### src/rtl/sm83_pkg.sv
// sm83_pkg: operation codes, flag layout and bundle types for the sm83 byte alu
// no dependencies; imported by the alu core, the top level and the checker
`timescale 1ns / 1ps

package sm83_pkg;

   localparam int unsigned DataWidth = 8;
   localparam int unsigned OpWidth   = 5;
   localparam int unsigned BitIdxWidth = 3;
   localparam int unsigned FlagWidth = 4;

   // decimal adjust constants
   localparam logic [3:0] BcdLowMax  = 4'h9;
   localparam logic [7:0] BcdByteMax = 8'h99;
   localparam logic [3:0] BcdCorr    = 4'h6;

   typedef enum logic [OpWidth-1:0] {
      OP_ADD  = 5'd0,
      OP_ADC  = 5'd1,
      OP_SUB  = 5'd2,
      OP_SBC  = 5'd3,
      OP_AND  = 5'd4,
      OP_XOR  = 5'd5,
      OP_OR   = 5'd6,
      OP_CP   = 5'd7,
      OP_INC  = 5'd8,
      OP_DEC  = 5'd9,
      OP_DAA  = 5'd10,
      OP_CPL  = 5'd11,
      OP_SCF  = 5'd12,
      OP_CCF  = 5'd13,
      OP_RLCA = 5'd14,
      OP_RRCA = 5'd15,
      OP_RLA  = 5'd16,
      OP_RRA  = 5'd17,
      OP_RLC  = 5'd18,
      OP_RRC  = 5'd19,
      OP_RL   = 5'd20,
      OP_RR   = 5'd21,
      OP_SLA  = 5'd22,
      OP_SRA  = 5'd23,
      OP_SRL  = 5'd24,
      OP_SWAP = 5'd25,
      OP_BIT  = 5'd26,
      OP_RES  = 5'd27,
      OP_SET  = 5'd28
   } op_type;

   // packed as z bit3, n bit2, h bit1, c bit0
   typedef struct packed {
      logic z;
      logic n;
      logic h;
      logic c;
   } flags_type;

   typedef struct packed {
      logic [OpWidth-1:0]     op;
      logic [DataWidth-1:0]   a;
      logic [DataWidth-1:0]   b;
      logic [BitIdxWidth-1:0] bit_idx;
      flags_type              flags;
   } alu_req_type;

   typedef struct packed {
      logic [DataWidth-1:0] result;
      flags_type            flags;
      logic                 write_back;
   } alu_rsp_type;

endpackage

### src/rtl/sm83_alu_core.sv
// sm83_alu_core: combinational byte alu, one operation from operands and flags
// depends on sm83_pkg
`timescale 1ns / 1ps

module sm83_alu_core
   import sm83_pkg::*;
(
   input  alu_req_type req,
   output alu_rsp_type rsp
);

   logic [DataWidth-1:0] a;
   logic [DataWidth-1:0] b;
   logic                 cin;
   logic                 use_carry;
   logic [DataWidth:0]   sum9;
   logic [4:0]           half_sum;
   logic [DataWidth:0]   diff9;
   logic [4:0]           half_diff;
   logic                 daa_lo;
   logic                 daa_hi;
   logic [DataWidth-1:0] daa_corr;
   logic [DataWidth-1:0] daa_res;
   logic [DataWidth-1:0] bit_mask;
   logic [DataWidth-1:0] r;
   flags_type            f;
   logic                 wb;

   assign a   = req.a;
   assign b   = req.b;
   assign cin = req.flags.c;

   assign use_carry = (req.op == OP_ADC) || (req.op == OP_SBC);

   // shared adder and subtractor, carry in only for adc / sbc
   assign sum9      = {1'b0, a} + {1'b0, b} + {{DataWidth{1'b0}}, use_carry & cin};
   assign half_sum  = {1'b0, a[3:0]} + {1'b0, b[3:0]} + {4'b0, use_carry & cin};
   assign diff9     = {1'b0, a} - {1'b0, b} - {{DataWidth{1'b0}}, use_carry & cin};
   assign half_diff = {1'b0, a[3:0]} - {1'b0, b[3:0]} - {4'b0, use_carry & cin};

   // decimal adjust: both corrections decided on the unadjusted byte
   assign daa_lo   = req.flags.n ? req.flags.h : (req.flags.h || (a[3:0] > BcdLowMax));
   assign daa_hi   = req.flags.n ? cin : (cin || (a > BcdByteMax));
   assign daa_corr = {(daa_hi ? BcdCorr : 4'h0), (daa_lo ? BcdCorr : 4'h0)};
   assign daa_res  = req.flags.n ? (a - daa_corr) : (a + daa_corr);

   assign bit_mask = DataWidth'(1) << req.bit_idx;

   always_comb begin
      r  = a;
      f  = req.flags;
      wb = 1'b1;
      case (req.op)
         OP_ADD, OP_ADC: begin
            r = sum9[DataWidth-1:0];
            f = '{z: (sum9[DataWidth-1:0] == '0), n: 1'b0, h: half_sum[4], c: sum9[DataWidth]};
         end
         OP_SUB, OP_SBC: begin
            r = diff9[DataWidth-1:0];
            f = '{z: (diff9[DataWidth-1:0] == '0), n: 1'b1, h: half_diff[4],
                  c: diff9[DataWidth]};
         end
         OP_CP: begin
            wb = 1'b0;
            f  = '{z: (diff9[DataWidth-1:0] == '0), n: 1'b1, h: half_diff[4],
                   c: diff9[DataWidth]};
         end
         OP_AND: begin
            r = a & b;
            f = '{z: ((a & b) == '0), n: 1'b0, h: 1'b1, c: 1'b0};
         end
         OP_XOR: begin
            r = a ^ b;
            f = '{z: ((a ^ b) == '0), n: 1'b0, h: 1'b0, c: 1'b0};
         end
         OP_OR: begin
            r = a | b;
            f = '{z: ((a | b) == '0), n: 1'b0, h: 1'b0, c: 1'b0};
         end
         OP_INC: begin
            r = a + 8'd1;
            f = '{z: (a == 8'hFF), n: 1'b0, h: (a[3:0] == 4'hF), c: cin};
         end
         OP_DEC: begin
            r = a - 8'd1;
            f = '{z: (a == 8'h01), n: 1'b1, h: (a[3:0] == 4'h0), c: cin};
         end
         OP_DAA: begin
            r = daa_res;
            f = '{z: (daa_res == '0), n: req.flags.n, h: 1'b0, c: daa_hi};
         end
         OP_CPL: begin
            r = ~a;
            f = '{z: req.flags.z, n: 1'b1, h: 1'b1, c: cin};
         end
         OP_SCF: begin
            wb = 1'b0;
            f  = '{z: req.flags.z, n: 1'b0, h: 1'b0, c: 1'b1};
         end
         OP_CCF: begin
            wb = 1'b0;
            f  = '{z: req.flags.z, n: 1'b0, h: 1'b0, c: ~cin};
         end
         // accumulator rotates always clear z
         OP_RLCA: begin
            r = {a[6:0], a[7]};
            f = '{z: 1'b0, n: 1'b0, h: 1'b0, c: a[7]};
         end
         OP_RRCA: begin
            r = {a[0], a[7:1]};
            f = '{z: 1'b0, n: 1'b0, h: 1'b0, c: a[0]};
         end
         OP_RLA: begin
            r = {a[6:0], cin};
            f = '{z: 1'b0, n: 1'b0, h: 1'b0, c: a[7]};
         end
         OP_RRA: begin
            r = {cin, a[7:1]};
            f = '{z: 1'b0, n: 1'b0, h: 1'b0, c: a[0]};
         end
         OP_RLC: begin
            r = {a[6:0], a[7]};
            f = '{z: (a == '0), n: 1'b0, h: 1'b0, c: a[7]};
         end
         OP_RRC: begin
            r = {a[0], a[7:1]};
            f = '{z: (a == '0), n: 1'b0, h: 1'b0, c: a[0]};
         end
         OP_RL: begin
            r = {a[6:0], cin};
            f = '{z: ({a[6:0], cin} == '0), n: 1'b0, h: 1'b0, c: a[7]};
         end
         OP_RR: begin
            r = {cin, a[7:1]};
            f = '{z: ({cin, a[7:1]} == '0), n: 1'b0, h: 1'b0, c: a[0]};
         end
         OP_SLA: begin
            r = {a[6:0], 1'b0};
            f = '{z: (a[6:0] == '0), n: 1'b0, h: 1'b0, c: a[7]};
         end
         OP_SRA: begin
            r = {a[7], a[7:1]};
            f = '{z: (a[7:1] == '0), n: 1'b0, h: 1'b0, c: a[0]};
         end
         OP_SRL: begin
            r = {1'b0, a[7:1]};
            f = '{z: (a[7:1] == '0), n: 1'b0, h: 1'b0, c: a[0]};
         end
         OP_SWAP: begin
            r = {a[3:0], a[7:4]};
            f = '{z: (a == '0), n: 1'b0, h: 1'b0, c: 1'b0};
         end
         OP_BIT: begin
            wb = 1'b0;
            f  = '{z: ((a & bit_mask) == '0), n: 1'b0, h: 1'b1, c: cin};
         end
         OP_RES: begin
            r = a & ~bit_mask;
         end
         OP_SET: begin
            r = a | bit_mask;
         end
         default: begin
            // unused codes: no operation
            wb = 1'b0;
         end
      endcase
   end

   assign rsp = '{result: r, flags: f, write_back: wb};

endmodule

### src/rtl/sm83_alu_with_flags.sv
// sm83_alu_with_flags: top level of the sm83 byte alu with request and response registers
// depends on sm83_pkg and sm83_alu_core
`timescale 1ns / 1ps

//  channel   | direction | ports                                       | transfer
//  ----------+-----------+---------------------------------------------+---------------------
//  request   | in        | req_type, req_operand_a/_b, req_bit_index,  | start high, busy low
//            |           | req_flags_in                                |
//  response  | out       | rsp_result, rsp_flags_out, rsp_write_back   | rsp_strobe high
//
//  one operation per cycle; busy stays low so a request can arrive every cycle
//  each request passes the request register, then alu logic into the response register
//  the response is shown for one cycle only; the receiver takes it without a handshake
//  synchronous reset clears both valid bits; payload registers are not reset

module sm83_alu_with_flags
   import sm83_pkg::*;
(
   input  logic                   clock,
   input  logic                   reset,
   input  logic                   start,
   output logic                   busy,
   input  logic [OpWidth-1:0]     req_type,
   input  logic [DataWidth-1:0]   req_operand_a,
   input  logic [DataWidth-1:0]   req_operand_b,
   input  logic [BitIdxWidth-1:0] req_bit_index,
   input  logic [FlagWidth-1:0]   req_flags_in,
   output logic                   rsp_strobe,
   output logic [DataWidth-1:0]   rsp_result,
   output logic [FlagWidth-1:0]   rsp_flags_out,
   output logic                   rsp_write_back
);

   logic        req_valid_ff;
   logic        req_valid_in;
   alu_req_type req_ff;
   alu_req_type req_in;
   logic        rsp_valid_ff;
   logic        rsp_valid_in;
   alu_rsp_type rsp_ff;
   alu_rsp_type rsp_in;

   // no kept state and no multi-cycle unit, so nothing ever holds off a request
   assign busy = 1'b0;

   // request transfer
   assign req_valid_in = start & ~busy;
   assign req_in = '{op:      req_type,
                     a:       req_operand_a,
                     b:       req_operand_b,
                     bit_idx: req_bit_index,
                     flags:   flags_type'(req_flags_in)};

   always_ff @(posedge clock) begin
      if (reset) begin
         req_valid_ff <= 1'b0;
      end else begin
         req_valid_ff <= req_valid_in;
      end
   end

   // payload only matters while its valid bit is set
   always_ff @(posedge clock) begin
      if (req_valid_in) begin
         req_ff <= req_in;
      end
   end

   // single pass of alu logic between the two registers
   sm83_alu_core u_core (
      .req (req_ff),
      .rsp (rsp_in)
   );

   assign rsp_valid_in = req_valid_ff;

   always_ff @(posedge clock) begin
      if (reset) begin
         rsp_valid_ff <= 1'b0;
      end else begin
         rsp_valid_ff <= rsp_valid_in;
      end
   end

   always_ff @(posedge clock) begin
      if (rsp_valid_in) begin
         rsp_ff <= rsp_in;
      end
   end

   // response transfer, a one-cycle strobe per result
   assign rsp_strobe     = rsp_valid_ff;
   assign rsp_result     = rsp_ff.result;
   assign rsp_flags_out  = rsp_ff.flags;
   assign rsp_write_back = rsp_ff.write_back;

endmodule

### config.mk
export PLATFORM = sky130hd
export DESIGN_NAME = sm83_alu_with_flags
export DESIGN_NICKNAME = d
export VERILOG_FILES = /design/src/rtl/sm83_pkg.sv /design/src/rtl/sm83_alu_core.sv /design/src/rtl/sm83_alu_with_flags.sv
export SDC_FILE = /design/constraint.sdc
export NUM_CORES = 1
export LEC_CHECK = 0
export ABC_AREA = 0
export BUFFER_PORTS_ARGS = -buffer_cell sky130_fd_sc_hd__buf_4
export CORE_ASPECT_RATIO = 0.5
export CORE_UTILIZATION = 56
export CTS_BUF_LIST = sky130_fd_sc_hd__clkbuf_2 sky130_fd_sc_hd__clkbuf_4 sky130_fd_sc_hd__clkbuf_8
export DETAILED_ROUTE_END_ITERATION = 6
export PLACE_DENSITY = 0.88
export SYNTH_ARGS = -nofsm -noshare
export SYNTH_HDL_FRONTEND = slang
export SYNTH_SLANG_ARGS = --single-unit
### constraint.sdc
create_clock -name clock -period 3.7 [get_ports clock]
set_input_delay 0.74 -clock clock [delete_from_list [all_inputs] [get_ports clock]]
set_output_delay 0.74 -clock clock [all_outputs]
set_load 0.02 [all_outputs]
# After elaboration in Yosys (flattened, before gate mapping)
# Cells that the tools add are included.
[op_classes]
shifts = 1
mux = 8
n_lt_le_gt_ge = 2
eq_ne = 31
addsub = 12
bitwise_logic = 10
reduce_logical = 28
[ops]
columns = ["operator", "count"]
rows = [
  ["$pmux 8 s19", 1],
  ["$pmux 4 s21", 1],
  ["$logic_not 8->1", 10],
  ["$eq 5x5->1 const B", 13],
  ["$eq 5x4->1 const B", 8],
  ["$reduce_or 25->1", 1],
  ["$and 8x8->8", 3],
  ["$eq 5x3->1 const B", 4],
  ["$reduce_or 2->1", 9],
  ["$not 8->8", 2],
  ["$or 8x8->8", 2],
  ["$logic_not 7->1", 2],
  ["$eq 5x2->1 const B", 2],
  ["$add 8x8->9", 1],
  ["$add 9x1->9", 1],
  ["$sub 8x8->9", 1],
  ["$sub 9x1->9", 1],
  ["$add 8x1->8 const B", 1],
  ["$add 8x8->8", 1],
  ["$eq 8x1->1 const B", 1],
  ["$eq 8x8->1 const B", 1],
  ["$gt 8x8->1 const B", 1],
  ["$mux 8", 1],
  ["$shl 1x3->8 const A", 1],
  ["18 further kinds", 23],
]
[word_totals]
elab_cells = 108
regBits = 43
inputBits = 31

# Depth between registers and ports, before layout
[logic_depth]
depth_word = 8
ltp_mapped = 16
mapped_depth_nobuf = 15

# Hierarchy
# From an unflattened synthesis, not the netlist that was laid out.
[unflattened]
hier_cells = 534
area_unflattened_um2 = 4593.2
[modules_own_cells]
columns = ["mod", "n_inst", "cells_per_inst", "area_per_inst_um2", "seq_area_each_um2"]
rows = [
  ["sm83_alu_core", 1, 487, 3298.2, 0.0],
  ["sm83_alu_with_flags", 1, 47, 1295.0, 1271.2],
]

# Least setup slack after synthesis
# No wires, ideal clock.
[synth_path]
kind = "flip-flop to flip-flop"
startpoint = "register req_ff[16] (netlist bit)"
endpoint = "register rsp_ff (netlist bit rsp_result[7]), data pin"
setup_ns = 0.265
required_time_ns = 3.435
synth_period_minus_slack_ns = 3.677
arrival_ns = 3.412
path_stages_with_launch = 17
slack_ns = 0.023
n_path_buf = 1
path_cell_list = "edfxtp_1 buf_2 inv_1 ha_1 o21bai_1 nand4_1 o21ai_0 a21oi_1 ha_1 mux2_2 ha_1 o21a_1 o21ai_0 a221o_1 nand2_1 o22ai_1 or3_1"
[synth_lines]
columns = ["element", "line_no", "text"]
rows = [
  ["start, declared", "sm83_alu_with_flags.sv:36", "alu_req_type req_ff;"],
  ["start signal, assigned", "sm83_alu_with_flags.sv:65", "req_ff <= req_in;"],
  ["end signal, assigned", "sm83_alu_with_flags.sv:87", "rsp_ff <= rsp_in;"],
  ["end, declared", "sm83_alu_with_flags.sv:40", "alu_rsp_type rsp_ff;"],
]

==> results.md <==
* Result of the run: finished clean
* CP Launch Type: register
* Post-CTS setup buffer count at 0
* Final Cycle Share at 0.973
* Share of layout cells above drive strength 1 at 0.174
* Port buffer count at 44
* Worst slew margin at 0.370
* Largest net degree at the start of global routing at 33
* Vias in the first global route at 4534
* Slew Viols, Final at 0
* DR DRC count at 0
* Post-route ant nets at 0
* Detailed Route WL at 18400 um
* H-tree depth at 2
* First-pass GRT wire length at 27400 um
* CP Class: reg2reg
* Min-delay worst type: in2reg
* Critical Path RT at 3760 ps
* CP Max Fanout at 3
* Largest cells by area after synthesis: edfxtp_1 26%, ha_1 11%, nand2_1 3.9%, o21ai_0 3.5%, nor2_1 3.0%
* Area grow syn2layout at 13.3%
* Io pins at 46
* Largest area contributor in the netlist: edfxtp_1
* Fraction of registers with async set/reset at 0
* Cell Chain, Critical Path: nor2_2 -> nand4b_1 -> inv_1 -> fa_1 -> inv_1 -> ha_1 -> o21ai_0 -> a211oi_2 -> nor4b_1 -> a311oi_1 -> buf_4 -> o22ai_1 -> or3_1
* Number of synthesized flops with an enable pin at 41
* Crit path largest cell delay at 470 ps
* CTS Buf Count at 5
* DP HPWL at 14200 um
* DR vias at 5171
* Slew at the pin with the worst max-slew slack at 938 ps
* Clk slew on worst S/H paths at 80 ps
* Yosys cell types at 80
* Reported leakage power at 0.00211 uW
* Worst skew pair latency at 310 ps
* Net Sw Power at 835 uW
* Initial Utilization at 0.585
* Critical Path AT at 3660 ps
* Antenna violations before repair at 0
* Die area at 8850 um^2
* Gpl congestion at 1.08
* Switching part of the total at 0.430
* Synthesized netlist cell count at 564
* CTS Root Cell: clkbuf_8
* Clk pwr share at 0.170
* Longest Clk Path Bufs at 2
* Setup crit end kind: register
* GRT Util Overall at 0.432
* Final setup viols at 0
* Average size of a mapped cell at 8.39 um^2
* Max IR drop VDD at 236 uV
* Internal at 1110 uW
* Synth warn at 0
* Vias/cell at 7.17
* Sequential Power Share at 0.328
* Hold slack at 596 ps
* Hold Violations, Final at 0
* WL per Instance at 25.5 um
* Mapped Area at 4730 um^2
* Primary FF master, synth: edfxtp_1
* Placed inst area at 5240 um^2
* Net Count, Synth at 642
* Nets at 685
* Crit-path most repeated cell: inv_1
* Seq/Total Area, Yosys at 0.268
* Cell Pwr Density at 362 nW/um^2
* Yosys top cell area share at 0.260
* Fin Clk Skew at 9.24 ps
* Rows at 23
* Slowest stage cell, crit path: fa_1
* Core area at 8090 um^2
* Total grt overflow at 0
* Initial DRC count at 1092
* Yosys reg bits at 43
* Die width at 132 um
* Drt first pass iters at 7
* Post-route cell area at 5360 um^2
* # clock sinks at 43
* Chip Height at 67.0 um
* Gate power share at 0.503
* CTS tree: yes
* Max-Cap Viols at 0
* Fin crit period at 3600 ps
* Maximum clock frequency at 278 MHz
power by group through the flow:
| stage | Combinational [uW] | Clock (uW) | Sequential, uW |
|---|---|---|---|
| 2_1_floorplan | 568 | 0 | 646 |
| 3_3_place_gp | 884 | 0 | 640 |
| 3_5_place_dp | 900 | 0 | 643 |
| 4_1_cts | 907 | 328 | 632 |
| 5_1_grt | 1020 | 346 | 640 |
| 6_report | 976 | 329 | 636 |
path summary, 6_finish.rpt:
check,from,endpoint,slack (ps),cells after the start
worst min-delay path,req_operand_a[2],req_ff[17],600,1
worst max register to register,req_ff[26],rsp_result[7],100,13
worst min register to register,req_ff[3],rsp_flags_out[3],820,3
worst max-delay path,req_ff[26],rsp_result[7],100,13
per-stage QoR:
stage / utilization / total power, uW / worst slack, ps / setup TNS, ps / instances
4_1_cts: 0.660 / 1870 / 130 / 0 / 720
6_report: 0.663 / 1940 / 102 / 0 / 721
3_5_place_dp: 0.648 / 1540 / 191 / 0 / 712
3_3_place_gp: 0.648 / 1520 / 354 / 0 / 712
2_1_floorplan: - / 1210 / 23.0 / 0 / 564
5_1_grt: 0.663 / 2010 / -74.0 / -108 / 720
registers in the layout (all words and copies together), names as in the netlist:
register	cells
rsp_flags_out	4
rsp_result	8
req_ff	28
rsp_strobe	1
req_valid_ff	1
rsp_write_back	1
layout by cell type (no fill, tap or decap), drive strengths merged, types with 5 or more instances in the layout:
| cell type | netlist | final |
|---|---|---|
| a211oi | 11 | 11 |
| a21oi | 25 | 25 |
| a221oi | 9 | 9 |
| a22oi | 6 | 6 |
| and2 | 7 | 7 |
| and3 | 8 | 8 |
| buf | 21 | 74 |
| clkbuf | 17 | 7 |
| edfxtp | 41 | 41 |
| ha | 43 | 43 |
| inv | 36 | 36 |
| nand2 | 50 | 50 |
| nand2b | 8 | 8 |
| nand3 | 16 | 16 |
| nand4 | 9 | 9 |
| nor2 | 39 | 39 |
| nor2b | 11 | 11 |
| nor3 | 20 | 20 |
| nor3b | 7 | 7 |
| nor4 | 8 | 8 |
| o2111ai | 5 | 5 |
| o211ai | 6 | 6 |
| o21a | 7 | 7 |
| o21ai | 34 | 34 |
| o221ai | 5 | 5 |
| o22ai | 11 | 11 |
| o2bb2ai | 5 | 5 |
| or3 | 6 | 6 |
| xnor2 | 10 | 10 |
| xor2 | 10 | 10 |
worst max-delay path, delay by kind of cell (launching register included):
| family | cells | cell delay, ps |
|---|---|---|
| AO/OA/AOI/OAI | 4 | 980 |
| adder cells (fa/ha/maj) | 2 | 610 |
| buffers and inverters | 3 | 460 |
| flip-flops | 1 | 400 |
| AND/OR/NAND/NOR | 4 | 890 |
final cells by class:
| type | count | area (um^2) |
|---|---|---|
| antenna | 1 | 2.50 |
| clock inverter | 1 | 5.00 |
| fill | 646 | 2720 |
| tap | 112 | 140 |
| sequential | 43 | 1270 |
| inverter | 36 | 135 |
| clock buffer | 7 | 90.1 |
| multi-input combinational | 447 | 3160 |
| timing repair buffer | 74 | 556 |
metal layers:
layer | GRT usage | up-vias | part of all wire
li1 | - | 2219 | -
met1 | 0.581 | 2410 | 0.40
met2 | 0.608 | 487 | 0.38
met3 | 0.217 | 55 | 0.20
met4 | 0.0887 | 0 | 0.025
met5 | 0 | - | 0
cells in the mapped netlist (11+ instances only):
cell type,n
a211oi_1,11
a21oi_1,23
buf_2,11
clkbuf_1,16
edfxtp_1,41
ha_1,43
inv_1,35
nand2_1,49
nand3_1,16
nor2_1,38
nor2b_1,11
nor3_1,18
o21ai_0,33
o22ai_1,11
kinds of logic after synthesis:
logic type / Yosys count / share of synthesized area
AO/OA/AOI/OAI: 168 / 0.253
XOR/XNOR: 20 / 0.0370
buffers and inverters: 74 / 0.0690
flip-flops: 43 / 0.268
AND/OR/NAND/NOR: 207 / 0.232
adder cells (fa/ha/maj): 47 / 0.131
multiplexers: 4 / 0.00899
other: 1 / 0.000792
timing repair:
item	4_1_cts	5_1_grt
hold buffers	0	0
endpoints found under the setup margin	0	3
resized for setup	0	7
Note: power is estimated with default switching activity, not from simulation.
